===== src/hw/rtl/btpc_div.sv =====
// Pipelined restoring divider, one quotient bit per register stage.
// Carries a sideband word alongside; uses no package.
module btpc_div #(
   parameter int NW = 32,
   parameter int DW = 17,
   parameter int PW = 8
) (
   input  logic          clock,
   input  logic          reset,
   input  logic          in_valid,
   input  logic [NW-1:0] in_num,
   input  logic [DW-1:0] in_den,
   input  logic [PW-1:0] in_side,
   output logic          out_valid,
   output logic [NW-1:0] out_quo,
   output logic [PW-1:0] out_side
);

   logic          vld_ff  [NW];
   logic [DW-1:0] rem_ff  [NW];
   logic [NW-1:0] nq_ff   [NW];
   logic [DW-1:0] den_ff  [NW];
   logic [PW-1:0] side_ff [NW];

   logic          vld_src  [NW];
   logic [DW-1:0] rem_src  [NW];
   logic [NW-1:0] nq_src   [NW];
   logic [DW-1:0] den_src  [NW];
   logic [PW-1:0] side_src [NW];
   logic [DW:0]   trial    [NW];
   logic [DW:0]   diff     [NW];
   logic [DW-1:0] rem_in   [NW];
   logic [NW-1:0] nq_in    [NW];

   genvar k;
   generate
      for (k = 0; k < NW; k++) begin : g_stage
         if (k == 0) begin : g_first
            assign vld_src[k]  = in_valid;
            assign rem_src[k]  = '0;
            assign nq_src[k]   = in_num;
            assign den_src[k]  = in_den;
            assign side_src[k] = in_side;
         end else begin : g_next
            assign vld_src[k]  = vld_ff[k-1];
            assign rem_src[k]  = rem_ff[k-1];
            assign nq_src[k]   = nq_ff[k-1];
            assign den_src[k]  = den_ff[k-1];
            assign side_src[k] = side_ff[k-1];
         end

         always_comb begin
            trial[k] = {rem_src[k], nq_src[k][NW-1]};
            diff[k]  = trial[k] - {1'b0, den_src[k]};
            if (trial[k] >= {1'b0, den_src[k]}) begin
               rem_in[k] = diff[k][DW-1:0];
               nq_in[k]  = {nq_src[k][NW-2:0], 1'b1};
            end else begin
               rem_in[k] = trial[k][DW-1:0];
               nq_in[k]  = {nq_src[k][NW-2:0], 1'b0};
            end
         end

         always_ff @(posedge clock) begin
            if (reset) begin
               vld_ff[k] <= 1'b0;
            end else begin
               vld_ff[k] <= vld_src[k];
            end
            rem_ff[k]  <= rem_in[k];
            nq_ff[k]   <= nq_in[k];
            den_ff[k]  <= den_src[k];
            side_ff[k] <= side_src[k];
         end
      end
   endgenerate

   assign out_valid = vld_ff[NW-1];
   assign out_quo   = nq_ff[NW-1];
   assign out_side  = side_ff[NW-1];

endmodule


===== config.mk =====
export PLATFORM = sky130hd
export DESIGN_NAME = btpc_div
export DESIGN_NICKNAME = d
export VERILOG_FILES = /design/src/hw/rtl/btpc_div.sv
export SDC_FILE = /design/constraint.sdc
export NUM_CORES = 2
export LEC_CHECK = 0
export CORE_ASPECT_RATIO = 0.5
export CORE_MARGIN = 1.5
export CORE_UTILIZATION = 48
export CTS_BUF_LIST = sky130_fd_sc_hd__clkbuf_2 sky130_fd_sc_hd__clkbuf_4 sky130_fd_sc_hd__clkbuf_8
export DETAILED_ROUTE_END_ITERATION = 8
export DONT_BUFFER_PORTS = 1
export PLACE_DENSITY_LB_ADDON = 0.05
export SYNTH_ARGS = -nofsm -noshare
export SYNTH_HDL_FRONTEND = slang
export SYNTH_SLANG_ARGS = --single-unit

===== constraint.sdc =====
create_clock -name clock -period 3.5 [get_ports clock]
set_clock_uncertainty 0.15 [all_clocks]
set_input_delay 0.175 -clock clock [delete_from_list [all_inputs] [get_ports clock]]
set_output_delay 0.175 -clock clock [all_outputs]
set_load 0.02 [all_outputs]

==> results.md <==
| Item | Reported | Unit |
| --- | --- | --- |
| Number of cells in the finished layout apart from fillers | 9798 | - |
| Power per unit of standard cell area | 874 | nW/um^2 |
| Final estimated routing congestion in global placement | 0.854 | - |
| Global routing met3 resource utilization | 0.0339 | - |
| Setup TNS after final layout | 0 | ns |
| Syn-to-layout area delta | 14.2 | % |
| Fraction of post-synthesis cell area in the top cell type by area | 0.596 | - |
| # DRC | 0 | - |
| Fraction of final layout cells sized beyond drive strength 1 | 0.139 | - |
| Number of nets in the layout | 7977 | - |
| Sink Count | 2366 | - |
| Main combinational cell family by area after synthesis | compound AO/OA/AOI/OAI gates | - |
| Routed length per instance | 15.8 | um |
| Die span in x | 579 | um |
| Pre-CTS setup slack | 0.0836 | ns |
| Post-synthesis share of cell area spent on xor and xnor gates | 0.0414 | - |
| Proportion of synthesized chip area in sequential cells | 0.596 | - |
| Worst Setup Start Kind | register | - |
| Sum of overflow across all layers after global routing | 0 | - |
| Share of the clock period used by the worst path | 0.963 | - |
| Share of synthesized registers carrying an async set or reset | 0 | - |
| Worst Min Path Start | side_ff[1][70] | - |
| Count of buffers inserted at the top-level ports | 0 | - |
| ANT nets after route | 0 | - |
| Starting DRC count in detailed routing | 2360 | - |
| Tot GR Track Use | 0.182 | - |
| Post-synth top flop | dfxtp_1 | - |
| Number of different library cells in the post-synthesis netlist | 89 | - |
| Crit Reg-Reg Startpoint | den_ff[23][0] | - |
| Required time of the critical path | 4.16 | ns |
| Highest-count cells in the layout ignoring fill and taps | 2364 x dfxtp_1, 688 x inv_1, 528 x ha_1, 412 x clkbuf_8, 346 x a21oi_1 | - |
| Worst min path class | register to register | - |
| Register-to-Register Setup Slack | 0.13 | ns |
| Largest vdd supply drop | 0.000345 | V |
| Hold depth | 0 | - |
| Crit path capture type | register | - |
| Total power | 79.4 | mW |
| Achievable clock frequency | 297 | MHz |
| Hold Fails Final Rpt | 0 | - |
| Worst-path fanout max | 7 | - |
| Compound-Gate Fraction of Synth Area | 0.112 | - |
| Slew at the pin with the worst max-slew slack | 1.04 | ns |
| Leakage power | 41.2 | nW |
| Largest net degree at the start of global routing | 33 | - |
| Worst skew pair latency | 0.92 | ns |
| Total Routed Length | 155 | mm |
| Setup Crit Path Kind | register to register | - |
| Clock Path Buffers | 4 | - |
| Flops & latches, synth | 2366 | - |
| Final count of pins violating max slew | 0 | - |
| TritonRoute pass-1 iters | 5 | - |
| Slew margin rel. | 0.305 | - |
| Placement row count | 105 | - |
| Post-synthesis cell count | 6954 | - |
| GR Layer Usage met2 | 0.291 | - |
| Capture instance of the worst register-to-register path | rem_ff[1][142] | - |
| Number of vias in the routed layout | 47789 | - |
| Status | finished, final reports clean | - |
| Detailed-placement wirelength estimate | 113 | mm |
| Cell types with the largest area share after synthesis | dfxtp_1 60%, ha_1 8.3%, mux2_2 4.5% | - |
| Maxcap violations | 0 | - |
| Min Clock Period, post-route | 3.37 | ns |
| Largest area contributor in the netlist | dfxtp_1 | - |
| Fraction of synthesized area in multiplexers | 0.0517 | - |
| Count of final setup violators | 0 | - |
| Warning count from the yosys run | 0 | - |
| Adder-Cell Fraction of Synth Area | 0.0908 | - |
| Vertical die dimension | 291 | um |
| Level count of the clock H-tree | 5 | - |
| Cts bufs inserted | 324 | - |
| Initial cell density of the core | 0.484 | - |
| Mean instance size in the synthesized netlist | 11.4 | sq um |
| Grt met1 use | 0.245 | - |
| First-pass GRT wire length | 249 | mm |
| Count of filler cells inserted in the layout | 13942 | - |
| Via count of the first global-routing pass | 48708 | - |
| Initial antenna violation count | 8 | - |
| Core box area | 164000 | sq um |
| End point of the worst hold path | side_ff[1][78] | - |
| Length in cells of the worst reg-to-reg path | 12 | - |
| Synth Cell Area | 79500 | sq um |
| Boundary pin count | 101 | - |
| Ratio of routed vias to standard cells | 4.88 | - |
| Area after detailed placement | 82400 | sq um |
| Post-layout instance area | 90800 | sq um |
| Root Buffer Master | clkbuf_8 | - |
| Most common cell after layout, fill and taps aside | dfxtp_1 | - |
| Syn nets | 7573 | - |
| Layer with the highest usage after global routing | met2 | - |
| Final worst setup slack | 0.130 | ns |
| # placed instances | 9095 | - |
| WP data arrival | 4.03 | ns |
| TritonCTS clock tree | done | - |
| Number of enable-type register cells in the synthesized netlist | 0 | - |
| Area enclosed by the die boundary | 168000 | sq um |
| Post-synthesis share of cell area spent on and, or, nand and nor gates | 0.0673 | - |
| Clock-pin transition on the worst setup and hold timing paths | 0.07 | ns |
-- what timing repair did --
item / 4_1_cts / 5_1_grt
hold buffers: 118 / 0
endpoints found under the setup margin: 0 / 165
buffers inserted: 0 / 10
endpoints found under the hold margin: 106 / 0
gates resized for setup: 0 / 26
-- logic make-up after synthesis --
logic type | Yosys count
buffers and inverters | 819
xor gates and xnor gates | 376
and+or+nand+nor | 1112
DFF | 2366
adders and majority gates | 559
AOI/OAI and AO/OA | 1356
muxes | 366
-- layout make-up --
cell class / count / area [sq um] / share of cell area
clock inverter: 87 / 863 / 0.00950
timing repair buffer: 207 / 2100 / 0.0231
inverter: 690 / 2590 / 0.0285
antenna: 3 / 7.51 / 0.0000826
sequential: 2366 / 47400 / 0.521
multi-input combinational: 3769 / 29000 / 0.319
clock buffer: 483 / 6200 / 0.0683
tap: 2193 / 2740 / 0.0302
-- power breakdown --
group          internal [mW]  total, mW  switching, mW
Sequential              31.3       33.7           2.37
Clock                   12.4       22.4           10.0
Combinational           11.3       23.3           12.0
-- worst max path at each step --
stage                   from             end  slack [ns]  cells after the start
3_3_place_gp    den_ff[3][0]   rem_ff[0][84]        0.07                     13
4_1_cts        den_ff[23][0]  rem_ff[1][149]        0.02                     12
5_1_grt         nq_ff[1][95]   rem_ff[1][65]       -0.03                     13
3_5_place_dp   nq_ff[0][415]  rem_ff[0][233]        0.08                     13
6_report       den_ff[23][0]  rem_ff[1][142]        0.13                     12
2_1_floorplan  nq_ff[1][255]  rem_ff[1][144]        0.18                     13
-- metal layers --
layer,part of all wire,wire length [um]
met3,0.040,6150
met1,0.49,75700
met5,0,0
met2,0.45,69000
met4,0.026,4090
-- synthesized netlist by cell type (all sizes together) (36+ instances only) --
cell and n:
nand2b 37, a31oi 37, and3 36, xor2 166, nand4 73, ha 529, mux2 335, a21oi 352
xnor2 210, nor2 265, inv 689, nor2b 90, nor3 90, a211oi 61, buf 68, clkbuf 61
nand3 80, o21bai 69, a21o 199, o21a 68, o21ai 312, dfxtp 2366, nand2 324
-- per-stage QoR --
step,hold slack [ns],util
2_1_floorplan,0.0527,-
3_3_place_gp,0.0528,0.502
3_5_place_dp,0.0528,0.502
4_1_cts,0.0670,0.552
5_1_grt,0.0919,0.553
6_report,0.149,0.553
-- worst max-delay path: stages (launching register included) --
cell	delay, ns
dfxtp_2	0.34
ha_2	0.17
inv_1	0.05
fa_2	0.36
a21o_1	0.17
a21oi_2	0.21
o21ai_2	0.09
a221oi_2	0.34
a21oi_1	0.13
or3b_4	0.42
a31oi_4	0.28
clkbuf_16	0.22
mux2_2	0.33
-- registers in the layout (all words and copies together) (netlist names) --
register,count
side_ff,256
nq_ff,1024
vld_ff,32
den_ff,527
rem_ff,527
Power figures use the tool's default switching activity.
